<file path="src/design/bfvt_pkg.sv">
// ----------------------------------------------------------------------------
// bfvt_pkg
// Shared widths, constants, codes and types of the breath flow volume tracker.
// ----------------------------------------------------------------------------
package bfvt_pkg;

    localparam int ACC_WIDTH  = 40;
    localparam int FLOW_WIDTH = 15;

    localparam int TIME_W  = 32;
    localparam int THR_W   = 10;
    localparam int PVOL_W  = 24;
    localparam int RATE_W  = 16;
    localparam int PROD_W  = FLOW_WIDTH + TIME_W + 1;
    localparam int SUM_W   = ((ACC_WIDTH > PROD_W) ? ACC_WIDTH : PROD_W) + 1;

    // volume in 1/64 mL is flow*ms / 60; rate in 1/16 bpm is 60*1000*16 / ms
    localparam int unsigned VOL_DIV  = 60;
    localparam int unsigned RATE_NUM = 60 * 1000 * 16;

    // any |acc| at or above this saturates the 24-bit phase volume
    localparam logic [63:0] VOL_SAT = 64'(VOL_DIV) << PVOL_W;

    // x / 60 = (x >> 2) / 15 for x below 2^30; 15 * 0x11111112 = 2^32 + 14
    localparam int VIN_W   = 28;
    localparam int VREC_W  = 29;
    localparam int VPROD_W = VIN_W + VREC_W;
    localparam int VSHIFT  = 32;
    localparam logic [VREC_W-1:0] VOL_RECIP = VREC_W'(32'h1111_1112);

    localparam int DIV_DW = 20;
    localparam int DIV_CW = $clog2(DIV_DW);

    localparam logic [THR_W-1:0] THR_RESET = THR_W'(32);

    localparam int CFG_AW   = 3;
    localparam int CFG_DW   = 32;
    localparam logic [CFG_AW-3:0] REG_THRESHOLD = '0;

    typedef enum logic [1:0] {
        EV_NONE     = 2'd0,
        EV_INSP_END = 2'd1,
        EV_EXP_END  = 2'd2
    } t_phase_event;

    typedef struct packed {
        logic              start;
        logic [DIV_DW-1:0] dividend;
        logic [TIME_W-1:0] divisor;
    } t_div_req;

    typedef struct packed {
        logic              busy;
        logic              done;
        logic [DIV_DW-1:0] quotient;
    } t_div_rsp;

endpackage

</file>
<file path="src/design/bfvt_if.sv">
// ----------------------------------------------------------------------------
// bfvt_in_if / bfvt_out_if
// Valid/ready channels carrying flow samples in and phase results out.
// ----------------------------------------------------------------------------
interface bfvt_in_if;
    import bfvt_pkg::*;

    logic                         valid;
    logic                         ready;
    logic signed [FLOW_WIDTH-1:0] flow_sample;
    logic [TIME_W-1:0]            sample_time_ms;
    logic                         resync;

    modport source (output valid, flow_sample, sample_time_ms, resync, input ready);
    modport sink   (input valid, flow_sample, sample_time_ms, resync, output ready);
endinterface

interface bfvt_out_if;
    import bfvt_pkg::*;

    logic                         valid;
    logic                         ready;
    logic signed [FLOW_WIDTH-1:0] flow_echo;
    t_phase_event                 phase_event;
    logic signed [PVOL_W-1:0]     phase_volume;
    logic [RATE_W-1:0]            breath_rate;

    modport source (output valid, flow_echo, phase_event, phase_volume, breath_rate,
                    input ready);
    modport sink   (input valid, flow_echo, phase_event, phase_volume, breath_rate,
                    output ready);
endinterface

</file>
<file path="src/design/breath_flow_volume_tracker.sv">
// ----------------------------------------------------------------------------
// breath_flow_volume_tracker
// Integrates flow over time per breath phase, reports phase volume at each
// change of direction and respiratory rate at each end of inspiration.
// ----------------------------------------------------------------------------
//  channel   | dir | handshake              | payload
//  i_in      | in  | valid/ready            | flow_sample, sample_time_ms, resync
//  o_out     | out | valid/ready            | flow_echo, phase_event,
//            |     |                        | phase_volume, breath_rate
//  apb       | in  | psel/penable/pwrite    | paddr, pwdata, prdata (threshold)
//
//  A setup sample returns to idle after evaluation; a sample without direction
//  change goes through the multiply, accumulate and emit states. An expiration
//  end adds the reciprocal multiply and clamp of the volume; an inspiration end
//  adds the 20-step rate divider as well. Reset is synchronous; the block starts
//  in setup with the threshold at 32. The output register decouples the sides:
//  a new sample is taken while a result waits, and the sequencer stalls only to
//  hand over the next result.
// ----------------------------------------------------------------------------
module breath_flow_volume_tracker (
    input  logic                          i_clk,
    input  logic                          i_rst_n,
    bfvt_in_if.sink                       i_in,
    bfvt_out_if.source                    o_out,
    input  logic                          psel,
    input  logic                          penable,
    input  logic                          pwrite,
    input  logic [bfvt_pkg::CFG_AW-1:0]   paddr,
    input  logic [bfvt_pkg::CFG_DW-1:0]   pwdata,
    output logic [bfvt_pkg::CFG_DW-1:0]   prdata,
    output logic                          pready
);
    import bfvt_pkg::*;

    typedef enum logic [2:0] {
        S_IDLE,
        S_EVAL,
        S_VDIV,
        S_VFIX,
        S_RDIV,
        S_MUL,
        S_ACC,
        S_EMIT
    } t_state;

    localparam logic signed [SUM_W-1:0] SUM_MAX =
        SUM_W'({1'b0, {(ACC_WIDTH-1){1'b1}}});
    localparam logic signed [SUM_W-1:0] SUM_MIN = -SUM_MAX - SUM_W'(1);

    t_state                       r_state;
    logic signed [FLOW_WIDTH-1:0] r_flow;
    logic [TIME_W-1:0]            r_time;
    logic                         r_resync;
    logic signed [ACC_WIDTH-1:0]  r_acc;
    logic [TIME_W-1:0]            r_prev_time;
    logic [TIME_W-1:0]            r_last_insp;
    logic                         r_prev_pos;
    logic                         r_in_setup;
    logic [1:0]                   r_changes_seen;
    t_phase_event                 r_event;
    logic                         r_vneg;
    logic [PVOL_W-1:0]            r_vq;
    logic [TIME_W-1:0]            r_rd;
    logic [TIME_W-1:0]            r_dt;
    logic signed [PVOL_W-1:0]     r_pvol;
    logic [RATE_W-1:0]            r_rate;
    logic signed [PROD_W-1:0]     r_prod;
    logic                         r_out_valid;
    logic signed [FLOW_WIDTH-1:0] r_out_flow;
    t_phase_event                 r_out_event;
    logic signed [PVOL_W-1:0]     r_out_pvol;
    logic [RATE_W-1:0]            r_out_rate;

    logic [THR_W-1:0]             thr;
    logic                         pos;
    logic                         change;
    logic                         setup_now;
    logic [1:0]                   cnt_base;
    logic [1:0]                   cnt_inc;
    logic [ACC_WIDTH-1:0]         acc_abs;
    logic                         vol_sat;
    logic [VPROD_W-1:0]           vprod;
    logic [PVOL_W-1:0]            vol_q;
    logic signed [PVOL_W-1:0]     pvol_val;
    logic [RATE_W-1:0]            rate_val;
    logic signed [PROD_W-1:0]     mul;
    logic signed [ACC_WIDTH-1:0]  acc_base;
    logic signed [SUM_W-1:0]      sum;
    logic signed [ACC_WIDTH-1:0]  acc_next;
    logic                         out_load;
    t_div_req                     div_req;
    t_div_rsp                     div_rsp;

    bfvt_cfg u_cfg (
        .i_clk       (i_clk),
        .i_rst_n     (i_rst_n),
        .psel        (psel),
        .penable     (penable),
        .pwrite      (pwrite),
        .paddr       (paddr),
        .pwdata      (pwdata),
        .prdata      (prdata),
        .pready      (pready),
        .o_threshold (thr)
    );

    bfvt_div u_div (
        .i_clk   (i_clk),
        .i_rst_n (i_rst_n),
        .i_req   (div_req),
        .o_rsp   (div_rsp)
    );

    assign pos = $signed({r_flow[FLOW_WIDTH-1], r_flow}) >=
                 $signed({{(FLOW_WIDTH+1-THR_W){1'b0}}, thr});
    assign change    = (pos != r_prev_pos);
    assign setup_now = r_in_setup || r_resync;
    assign cnt_base  = r_resync ? 2'd0 : r_changes_seen;
    assign cnt_inc   = cnt_base + 2'd1;

    assign acc_abs = r_acc[ACC_WIDTH-1] ? (~r_acc + 1'b1) : r_acc;
    assign vol_sat = (64'(acc_abs) >= VOL_SAT);
    assign vprod   = acc_abs[VIN_W+1:2] * VOL_RECIP;
    assign vol_q   = vol_sat ? '1 : vprod[VSHIFT+PVOL_W-1:VSHIFT];

    always_comb begin
        if (r_vneg) begin
            pvol_val = r_vq[PVOL_W-1] ? {1'b1, {(PVOL_W-1){1'b0}}} : (~r_vq + 1'b1);
        end else begin
            pvol_val = r_vq[PVOL_W-1] ? {1'b0, {(PVOL_W-1){1'b1}}} : r_vq;
        end
    end

    assign rate_val = (|div_rsp.quotient[DIV_DW-1:RATE_W]) ? '1
                                                            : div_rsp.quotient[RATE_W-1:0];

    assign mul      = $signed(r_flow) * $signed({1'b0, r_dt});
    assign acc_base = (r_event != EV_NONE) ? '0 : r_acc;
    assign sum      = SUM_W'(acc_base) + SUM_W'(r_prod);

    always_comb begin
        if (sum > SUM_MAX) begin
            acc_next = SUM_MAX[ACC_WIDTH-1:0];
        end else if (sum < SUM_MIN) begin
            acc_next = SUM_MIN[ACC_WIDTH-1:0];
        end else begin
            acc_next = sum[ACC_WIDTH-1:0];
        end
    end

    always_comb begin
        div_req.start    = (r_state == S_VFIX) && (r_event == EV_INSP_END);
        div_req.dividend = DIV_DW'(RATE_NUM);
        div_req.divisor  = r_rd;
    end

    assign out_load = (r_state == S_EMIT) && (!r_out_valid || o_out.ready);

    always_ff @(posedge i_clk) begin
        if (!i_rst_n) begin
            r_state        <= S_IDLE;
            r_acc          <= '0;
            r_prev_time    <= '0;
            r_last_insp    <= '0;
            r_prev_pos     <= 1'b1;
            r_in_setup     <= 1'b1;
            r_changes_seen <= '0;
            r_out_valid    <= 1'b0;
        end else begin
            if (out_load) begin
                r_out_valid <= 1'b1;
            end else if (o_out.ready) begin
                r_out_valid <= 1'b0;
            end
            case (r_state)
                S_IDLE: begin
                    if (i_in.valid) begin
                        r_flow   <= i_in.flow_sample;
                        r_time   <= i_in.sample_time_ms;
                        r_resync <= i_in.resync;
                        r_state  <= S_EVAL;
                    end
                end
                S_EVAL: begin
                    if (setup_now) begin
                        if (change) begin
                            if (r_prev_pos) begin
                                r_last_insp <= r_time;
                            end
                            r_prev_pos <= pos;
                            if (cnt_inc == 2'd2) begin
                                r_in_setup     <= 1'b0;
                                r_changes_seen <= '0;
                                r_prev_time    <= r_time;
                                r_acc          <= '0;
                            end else begin
                                r_in_setup     <= 1'b1;
                                r_changes_seen <= cnt_inc;
                            end
                        end else begin
                            r_in_setup     <= 1'b1;
                            r_changes_seen <= cnt_base;
                        end
                        r_state <= S_IDLE;
                    end else begin
                        r_dt        <= r_time - r_prev_time;
                        r_prev_time <= r_time;
                        r_pvol      <= '0;
                        r_rate      <= '0;
                        r_rd        <= r_time - r_last_insp;
                        r_vneg      <= r_acc[ACC_WIDTH-1] ^ !r_prev_pos;
                        if (change) begin
                            r_event    <= r_prev_pos ? EV_INSP_END : EV_EXP_END;
                            r_prev_pos <= pos;
                            if (r_prev_pos) begin
                                r_last_insp <= r_time;
                            end
                            r_state <= S_VDIV;
                        end else begin
                            r_event <= EV_NONE;
                            r_state <= S_MUL;
                        end
                    end
                end
                S_VDIV: begin
                    r_vq    <= vol_q;
                    r_state <= S_VFIX;
                end
                S_VFIX: begin
                    r_pvol  <= pvol_val;
                    r_state <= (r_event == EV_INSP_END) ? S_RDIV : S_MUL;
                end
                S_RDIV: begin
                    if (div_rsp.done) begin
                        r_rate  <= rate_val;
                        r_state <= S_MUL;
                    end
                end
                S_MUL: begin
                    r_prod  <= mul;
                    r_state <= S_ACC;
                end
                S_ACC: begin
                    r_acc   <= acc_next;
                    r_state <= S_EMIT;
                end
                S_EMIT: begin
                    if (out_load) begin
                        r_out_flow  <= r_flow;
                        r_out_event <= r_event;
                        r_out_pvol  <= r_pvol;
                        r_out_rate  <= r_rate;
                        r_state     <= S_IDLE;
                    end
                end
                default: begin
                    r_state <= S_IDLE;
                end
            endcase
        end
    end

    assign i_in.ready         = (r_state == S_IDLE);
    assign o_out.valid        = r_out_valid;
    assign o_out.flow_echo    = r_out_flow;
    assign o_out.phase_event  = r_out_event;
    assign o_out.phase_volume = r_out_pvol;
    assign o_out.breath_rate  = r_out_rate;

    a_none_fields_zero: assert property (@(posedge i_clk) disable iff (!i_rst_n)
        (o_out.valid && o_out.phase_event == EV_NONE) |->
            (o_out.phase_volume == '0 && o_out.breath_rate == '0))
        else $error("result without phase end carries volume or rate");

    a_exp_no_rate: assert property (@(posedge i_clk) disable iff (!i_rst_n)
        (o_out.valid && o_out.phase_event == EV_EXP_END) |-> (o_out.breath_rate == '0))
        else $error("expiration end carries a rate");

    a_div_quiet: assert property (@(posedge i_clk) disable iff (!i_rst_n)
        (r_state == S_IDLE || r_state == S_EMIT || r_state == S_MUL) |-> !div_rsp.busy)
        else $error("divider busy outside division states");

    a_setup_count: assert property (@(posedge i_clk) disable iff (!i_rst_n)
        (r_changes_seen == 2'd0 || r_changes_seen == 2'd1))
        else $error("setup change count out of range");

    a_setup_silent: assert property (@(posedge i_clk) disable iff (!i_rst_n)
        (r_state == S_EVAL && setup_now) |=> (r_state == S_IDLE && !$rose(r_out_valid)))
        else $error("setup sample produced a result");

endmodule

</file>
<file path="src/design/bfvt_cfg.sv">
// ----------------------------------------------------------------------------
// bfvt_cfg
// APB register holding the direction threshold.
// ----------------------------------------------------------------------------
module bfvt_cfg (
    input  logic                          i_clk,
    input  logic                          i_rst_n,
    input  logic                          psel,
    input  logic                          penable,
    input  logic                          pwrite,
    input  logic [bfvt_pkg::CFG_AW-1:0]   paddr,
    input  logic [bfvt_pkg::CFG_DW-1:0]   pwdata,
    output logic [bfvt_pkg::CFG_DW-1:0]   prdata,
    output logic                          pready,
    output logic [bfvt_pkg::THR_W-1:0]    o_threshold
);
    import bfvt_pkg::*;

    logic [THR_W-1:0] r_thr;
    logic             hit;

    assign hit = (paddr[CFG_AW-1:2] == REG_THRESHOLD);

    always_ff @(posedge i_clk) begin
        if (!i_rst_n) begin
            r_thr <= THR_RESET;
        end else if (psel && penable && pwrite && pready && hit) begin
            r_thr <= pwdata[THR_W-1:0];
        end
    end

    assign pready      = 1'b1;
    assign prdata      = hit ? CFG_DW'(r_thr) : '0;
    assign o_threshold = r_thr;

endmodule

</file>
<file path="src/design/bfvt_div.sv">
// ----------------------------------------------------------------------------
// bfvt_div
// Restoring divider, one quotient bit per cycle.
// ----------------------------------------------------------------------------
module bfvt_div (
    input  logic               i_clk,
    input  logic               i_rst_n,
    input  bfvt_pkg::t_div_req i_req,
    output bfvt_pkg::t_div_rsp o_rsp
);
    import bfvt_pkg::*;

    logic              r_busy;
    logic              r_done;
    logic [DIV_CW-1:0] r_cnt;
    logic [TIME_W-1:0] r_rem;
    logic [DIV_DW-1:0] r_quo;
    logic [TIME_W-1:0] r_dsr;

    logic [TIME_W:0]   rem_sh;
    logic [TIME_W+1:0] diff;
    logic              qbit;

    assign rem_sh = {r_rem, r_quo[DIV_DW-1]};
    assign diff   = {1'b0, rem_sh} - {2'b00, r_dsr};
    assign qbit   = !diff[TIME_W+1];

    always_ff @(posedge i_clk) begin
        if (!i_rst_n) begin
            r_busy <= 1'b0;
            r_done <= 1'b0;
            r_cnt  <= '0;
        end else begin
            r_done <= 1'b0;
            if (i_req.start) begin
                r_busy <= 1'b1;
                r_cnt  <= DIV_CW'(DIV_DW - 1);
            end else if (r_busy) begin
                if (r_cnt == '0) begin
                    r_busy <= 1'b0;
                    r_done <= 1'b1;
                end else begin
                    r_cnt <= r_cnt - 1'b1;
                end
            end
        end
    end

    always_ff @(posedge i_clk) begin
        if (i_req.start) begin
            r_rem <= '0;
            r_quo <= i_req.dividend;
            r_dsr <= i_req.divisor;
        end else if (r_busy) begin
            r_rem <= qbit ? diff[TIME_W-1:0] : rem_sh[TIME_W-1:0];
            r_quo <= {r_quo[DIV_DW-2:0], qbit};
        end
    end

    assign o_rsp.busy     = r_busy;
    assign o_rsp.done     = r_done;
    assign o_rsp.quotient = r_quo;

endmodule

</file>
<file path="src/flat_wrapper.sv">
// flat-port wrapper written by rule: the top's interface ports become plain ports
module breath_flow_volume_tracker_flat import bfvt_pkg::*;
  (i_clk, i_rst_n, psel, penable, pwrite, paddr, pwdata, prdata, pready, i_in_valid, i_in_flow_sample, i_in_sample_time_ms, i_in_resync, i_in_ready, o_out_valid, o_out_flow_echo, o_out_phase_event, o_out_phase_volume, o_out_breath_rate, o_out_ready);
  bfvt_in_if i_in_i ();
  bfvt_out_if o_out_i ();
  input  logic i_clk;
  input  logic i_rst_n;
  input  logic psel;
  input  logic penable;
  input  logic pwrite;
  input  logic [bfvt_pkg::CFG_AW-1:0] paddr;
  input  logic [bfvt_pkg::CFG_DW-1:0] pwdata;
  output logic [bfvt_pkg::CFG_DW-1:0] prdata;
  output logic pready;
  input wire logic [$bits(i_in_i.valid)-1:0] i_in_valid;
  input wire logic [$bits(i_in_i.flow_sample)-1:0] i_in_flow_sample;
  input wire logic [$bits(i_in_i.sample_time_ms)-1:0] i_in_sample_time_ms;
  input wire logic [$bits(i_in_i.resync)-1:0] i_in_resync;
  output wire logic [$bits(i_in_i.ready)-1:0] i_in_ready;
  output wire logic [$bits(o_out_i.valid)-1:0] o_out_valid;
  output wire logic [$bits(o_out_i.flow_echo)-1:0] o_out_flow_echo;
  output wire logic [$bits(o_out_i.phase_event)-1:0] o_out_phase_event;
  output wire logic [$bits(o_out_i.phase_volume)-1:0] o_out_phase_volume;
  output wire logic [$bits(o_out_i.breath_rate)-1:0] o_out_breath_rate;
  input wire logic [$bits(o_out_i.ready)-1:0] o_out_ready;
  assign i_in_i.valid = i_in_valid;
  assign i_in_i.flow_sample = i_in_flow_sample;
  assign i_in_i.sample_time_ms = i_in_sample_time_ms;
  assign i_in_i.resync = i_in_resync;
  assign i_in_ready = i_in_i.ready;
  assign o_out_valid = o_out_i.valid;
  assign o_out_flow_echo = o_out_i.flow_echo;
  assign o_out_phase_event = o_out_i.phase_event;
  assign o_out_phase_volume = o_out_i.phase_volume;
  assign o_out_breath_rate = o_out_i.breath_rate;
  assign o_out_i.ready = o_out_ready;
  breath_flow_volume_tracker u_core (.i_clk(i_clk), .i_rst_n(i_rst_n), .i_in(i_in_i), .o_out(o_out_i), .psel(psel), .penable(penable), .pwrite(pwrite), .paddr(paddr), .pwdata(pwdata), .prdata(prdata), .pready(pready));
endmodule
</file>
<file path="config.mk">
export PLATFORM = sky130hd
export DESIGN_NAME = breath_flow_volume_tracker_flat
export DESIGN_NICKNAME = d
export VERILOG_FILES = /design/src/design/bfvt_pkg.sv /design/src/design/bfvt_if.sv /design/src/design/breath_flow_volume_tracker.sv /design/src/design/bfvt_cfg.sv /design/src/design/bfvt_div.sv /design/src/flat_wrapper.sv
export SDC_FILE = /design/constraint.sdc
export NUM_CORES = 2
export LEC_CHECK = 0
export ABC_AREA = 1
export BUFFER_PORTS_ARGS = -buffer_cell sky130_fd_sc_hd__buf_2
export CAP_MARGIN = 20
export CORE_MARGIN = 10
export CORE_UTILIZATION = 40
export CTS_BUF_LIST = sky130_fd_sc_hd__clkbuf_16
export CTS_CLUSTER_DIAMETER = 120
export DETAILED_ROUTE_END_ITERATION = 7
export PLACE_DENSITY = 0.6
export SETUP_SLACK_MARGIN = 0.05
export SLEW_MARGIN = 0
export SYNTH_ARGS = -nofsm -noshare
export SYNTH_HDL_FRONTEND = slang
export SYNTH_SLANG_ARGS = --single-unit
</file>
<file path="constraint.sdc">
create_clock -name i_clk -period 23.6 [get_ports i_clk]
set_input_delay 3.54 -clock i_clk [delete_from_list [all_inputs] [get_ports i_clk]]
set_output_delay 3.54 -clock i_clk [all_outputs]
set_load 0.03 [all_outputs]
</file>
; Yosys cells after proc, flatten, opt, wreduce, memory -nomap -nowiden
; Index checks and enable logic that the tools add are counted.
[word_totals]
register_bits = 497
input_bits = 90
[op_classes]
addsub = 8
mul = 2
n_lt_le_gt_ge = 4
eq_ne = 20
mux = 44
n_bitwise = 8
n_reduce_logical = 36
[op_table]
columns = cell, count
row1 = $mux 40, 7
row2 = $mux 32, 4
row3 = $pmux 40 s2, 1
row4 = $mux 24, 3
row5 = $sub 32x32->32, 2
row6 = $mul 28x28->55 const B, 1
row7 = $add 40x48->49, 1
row8 = $gt 49x40->1 const B, 1
row9 = $lt 49x40->1 const B, 1
row10 = $mul 15x33->48, 1
row11 = $mux 16, 3
row12 = $pmux 24 s2, 1
row13 = $add 40x1->40 const B, 1
row14 = $ge 40x30->1 const B, 1
row15 = $not 40->40, 1
row16 = $sub 33x32->34, 1
row17 = $pmux 16 s2, 1
row18 = $add 24x1->24 const B, 1
row19 = $not 24->24, 1
row20 = $pmux 3 s8, 1
row21 = $mux 23, 1
row22 = $reduce_and 3->1, 7
row23 = $ge 15x11->1, 1
row24 = $mux 3, 5
row25 = other kinds (27), 74

; Depth between registers and ports, before layout
[logic_depth]
depth_word = 7
mapped_depth = 37

; Cells and area by module
; From an unflattened synthesis, not the netlist that was laid out.
[hier_totals]
cells_unflattened = 6854
hier_area_um2 = 53576.4
[by_module_without_submodules]
columns = module, n_inst, cells_each, area_per_inst_um2, seq_area_each_um2
row1 = breath_flow_volume_tracker, 1, 5796, 46392.0, 10770.3
row2 = bfvt_div, 1, 946, 6466.2, 2342.2
row3 = bfvt_cfg, 1, 112, 718.2, 200.2

; Least setup slack after synthesis
; Ideal clock, no wire load.
[synth_path]
kind = input port to flip-flop
startpoint = input i_rst_n
endpoint = register u_core.r_out_rate[0], in the netlist u_core.o_out.breath_rate[0] (enable)
setup_time_ns = 0.613
arrival_ns = 9.409
required_time_ns = 22.987
setup_slack_ns = 13.578
cell_stages = 3
n_path_buf = 1
path_cell_list = clkbuf_1 > inv_2 > nor4_1
[synth_between]
elab_chain_cells = 1
[synth_lines]
columns = item, line
row1 = start: declaration, flat_wrapper.sv:7  ; input logic i_rst_n;
row2 = $reduce_and 3->1 (no source line), --
row3 = end signal: assignment, breath_flow_volume_tracker.sv:252  ; r_out_rate <= r_rate;
row4 = end: declaration, breath_flow_volume_tracker.sv:72  ; logic [RATE_W-1:0] r_out_rate;
; No other way between the ends.
; A chain may end at the register's enable or synchronous reset.

; Final worst setup path
[layout_path]
startpoint = register u_core.r_acc[39]
endpoint = register u_core.r_vq[10], data pin
[layout_between]
elab_chain_cells = 4
word_cells_on_any_way = 5
classes_between = add/sub: 1 / mul: 1 / order compare: 1 / mux: 1 / bitwise: 1
[layout_lines]
columns = item, line
row1 = start: declaration, breath_flow_volume_tracker.sv:54  ; logic signed [ACC_WIDTH-1:0] r_acc;
row2 = start signal: assignment, breath_flow_volume_tracker.sv:244  ; r_acc <= acc_next;
row3 = $not 40->40, breath_flow_volume_tracker.sv:121  ; assign acc_abs = r_acc[ACC_WIDTH-1] ? (~r_acc + 1'b1) : r_acc;
row4 = $add 40x1->40, breath_flow_volume_tracker.sv:121
row5 = $mux 40 *, breath_flow_volume_tracker.sv:121
row6 = $ge 40x30->1, breath_flow_volume_tracker.sv:122  ; assign vol_sat = (64'(acc_abs) >= VOL_SAT);
row7 = end signal: assignment, breath_flow_volume_tracker.sv:226  ; r_vq <= vol_q;
row8 = end: declaration, breath_flow_volume_tracker.sv:62  ; logic [PVOL_W-1:0] r_vq;
; Every way passes the cells marked *; elsewhere a longest branch is shown, timed or not.

==> impl_metrics.yaml <==
critical_path:
  crit_path_start_kind: "flip-flop"
  cp_max_fo: 35
  worstReg2RegStart: "u_core.r_acc[39]"
  path_common_cell: "inv_1"
  r2r_cells: 25
  critPathRequiredTime_ns: 23.97
  r2r_end: "u_core.r_vq[10]"
  cp-end-kind: "flip-flop"
  cpPeakStageDelay_ns: 0.55
  critPathArrivalTime_ns: 8.00
  cpLargestDelayFamily: "adder cells"
  cp_slowest_cell: "fa_1"
  crit_type: "reg -> reg"
  path_buf_inv: 8
  reg2reg_slack_ns: 15.98
job:
  cap_violations: 0
cts:
  clockBufferDepth: 3
  cts_sinks: 497
  ctsResizeCount: 0
  clock_latency_ns: 0.68
  root_buffer: "clkbuf_16"
  htreeDepth: 2
  cts.clk_slew.worst_paths_ns: 0.06
  cts_made_buffers: 55
  cts_tree: "done"
  holdBufCountCts: 0
  post_cts_buffers: 0
die:
  dieHeight_um: 381
  row_count: 132
  initial_core_util: 0.402
  die_width_um: 381
  num_io_pins: 182
  coreArea_um2: 129000
  fp.dieArea_um2: 145000
pwr:
  power-per-cell-area_nw_per_um2: 74.7
  p_leak_uw: 0.0282
  ir_drop_v: 0.000123
grt:
  grt_use_total: 0.191
  grt_use_met2: 0.315
  antenna_found_initial: 3
  grt_max_degree: 82
  grt_pass1_wl_um: 227000
  grtUsageMet3: 0.0212
  grt_use_met1: 0.270
  overflow: 0
  grt.busiest_layer: "met2"
  first_global_vias: 41600
sta:
  fmax_mhz: 131
  fin_ws_ns: 15.98
  hold_slack_ns: 0.414
  finalCritPeriodShare: 0.323
  relSlewSlack: 0.282
  finalMaxSlewViolations: 0
  hold_viol_final: 0
  timing.final.crit_period_ns: 7.62
  grt_setup_unrepaired: "false"
  tightest_slew_ns: 1.07
  fin_setup_tns_ns: 0
  finClkSkew_ns: 0.0587
  setup_viol: 0
place:
  pre_cts_slack_ns: 15.98
  gp_congestion: 0.928
  port_buffers: 134
  hpwlAfterDp_um: 112000
synth:
  synthAdderAreaFrac: 0.316
  avgSynthCellArea_um2: 7.96
  syn_inst: 6535
  synthesis.area_um2: 52000
  ys_warn_count: 0
  yosys.area.top_type: "fa_1"
  synth-main-ff-cell: "edfxtp_1"
  ys_types: 61
  ys_seq_area_frac: 0.252
  yosys-top-cells-area: "fa_1 19%, edfxtp_1 18%, ha_1 12%, nand2_1 11%, inv_1 9.9%"
  synthMuxAreaShare: 0
  synth_xor_area_frac: 0.0372
  async_flop_share: 0
  synth-simple-area-share: 0.182
  synthDominantCellAreaShare: 0.193
  synth_edf_count: 316
  ys_seq_elements: 497
  synth-compound-area-share: 0.0942
  synth_top_family_by_area: "adder cells"
routing:
  drt-wirelength-per-cell_um: 16.6
  vias_per_cell: 4.97
  ant_nets: 0
  first_pass_iters: 6
  routed_wl_um: 140000
  drc: 0
  drt_iter0_markers: 2823
  via_count: 41700
min_path:
  hold_path_class: "reg -> reg"
  whs_path_depth: 0
  hp-start: "u_core.r_pvol[18]"
  holdPathEnd: "u_core.o_out.phase_volume[18]"
cells_and_area:
  n_antenna_cell: 0
  final_layout_size_suffix_gt1_frac: 0.0619
  area_growth_pct: 8.51
  mostFrequentLayoutCell: "nand2_1"
  fin_nets: 7711
  final_cell_mix: "1464 x nand2_1, 1378 x inv_1, 512 x ha_1"
outcome:
  status: "finished, final reports clean"
-- layer usage --
layer	vias to the layer above	part of all wire
li1	20500	-
met1	20100	0.47
met2	914	0.46
met3	173	0.048
met4	2	0.019
met5	-	0.000057
-- worst max-delay path by stage --
stage | from | endpoint | cells after the start
final | u_core.r_acc[39] | u_core.r_vq[10] | 25
after floorplan | i_rst_n | u_core.o_out.breath_rate[0] | 3
after global placement | paddr[2] | prdata[9] | 3
after CTS | u_core.r_acc[0] | u_core.r_vq[10] | 30
after detailed placement | u_core.r_acc[0] | u_core.r_vq[10] | 30
after global routing | u_core.r_acc[0] | u_core.r_vq[10] | 30
-- sequential cells by signal, summed over array words and instances (netlist names), 20 cells and up --
register                   cells
u_core.o_out.phase_volume     24
u_core.r_last_insp            32
u_core.r_prev_time            32
u_core.u_div.r_quo            20
u_core.u_div.r_dsr            32
u_core.r_acc                  40
u_core.r_time                 32
u_core.r_prod                 48
u_core.u_div.r_rem            32
u_core.r_pvol                 24
u_core.r_vq                   24
u_core.r_rd                   32
u_core.r_dt                   32
-- final cells by class --
type | instances | area, um2
Multi-Input combinational cell | 4462 | 32900
Clock inverter | 48 | 537
Timing Repair Buffer | 185 | 1050
Sequential cell | 497 | 13100
Fill cell | 13000 | 72900
Clock buffer | 56 | 1400
Inverter | 1406 | 5280
Tap cell | 1742 | 2180
-- metrics by stage --
step                total power, uW   util  area [um2]  cells
finish                         4220  0.437       56500   8396
global route                   4600  0.437       56500   8396
CTS                            4260  0.437       56500   8396
detailed placement             3320  0.422       54500   8292
global placement               3310  0.422       54500   8292
floorplan                      2740      -       52100   6556
-- cells by family (layout without fill, tap and decap cells) --
group | Yosys count | after routing
compound gates | 876 | 876
fa+ha+maj | 1014 | 1014
xor+xnor | 221 | 221
simple gates | 2328 | 2328
other cells | 2 | 23
buf+inv | 1597 | 1695
flops | 497 | 497
-- synthesized netlist by cell type, types with 9 or more instances --
library cell and number:
inv_2 35, nand3_1 115, nor2_2 21, ha_1 512, o21bai_1 17, a21oi_1 405
o21a_1 42, edfxtp_1 316, a21boi_0 11, a21oi_2 11, nand4_1 44, inv_1 1370
o21ai_0 249, nor3_1 76, nand2_1 1464, nor4_1 17, nand2_2 24, nor2_4 11
a31oi_1 52, or2_2 17, buf_1 9, o21ai_1 11, fa_1 502, nor2_1 514
xor2_1 148, nand3b_1 10, xnor2_1 73, buf_4 27, a21o_1 22, buf_2 18
clkbuf_1 134, dfxtp_1 181
-- power breakdown --
group	switching [uW]	total, uW	internal (uW)
clock	391	908	517
sequential	20.6	1070	1050
combinational	1400	2230	829
(Power assumes the default switching activity.)
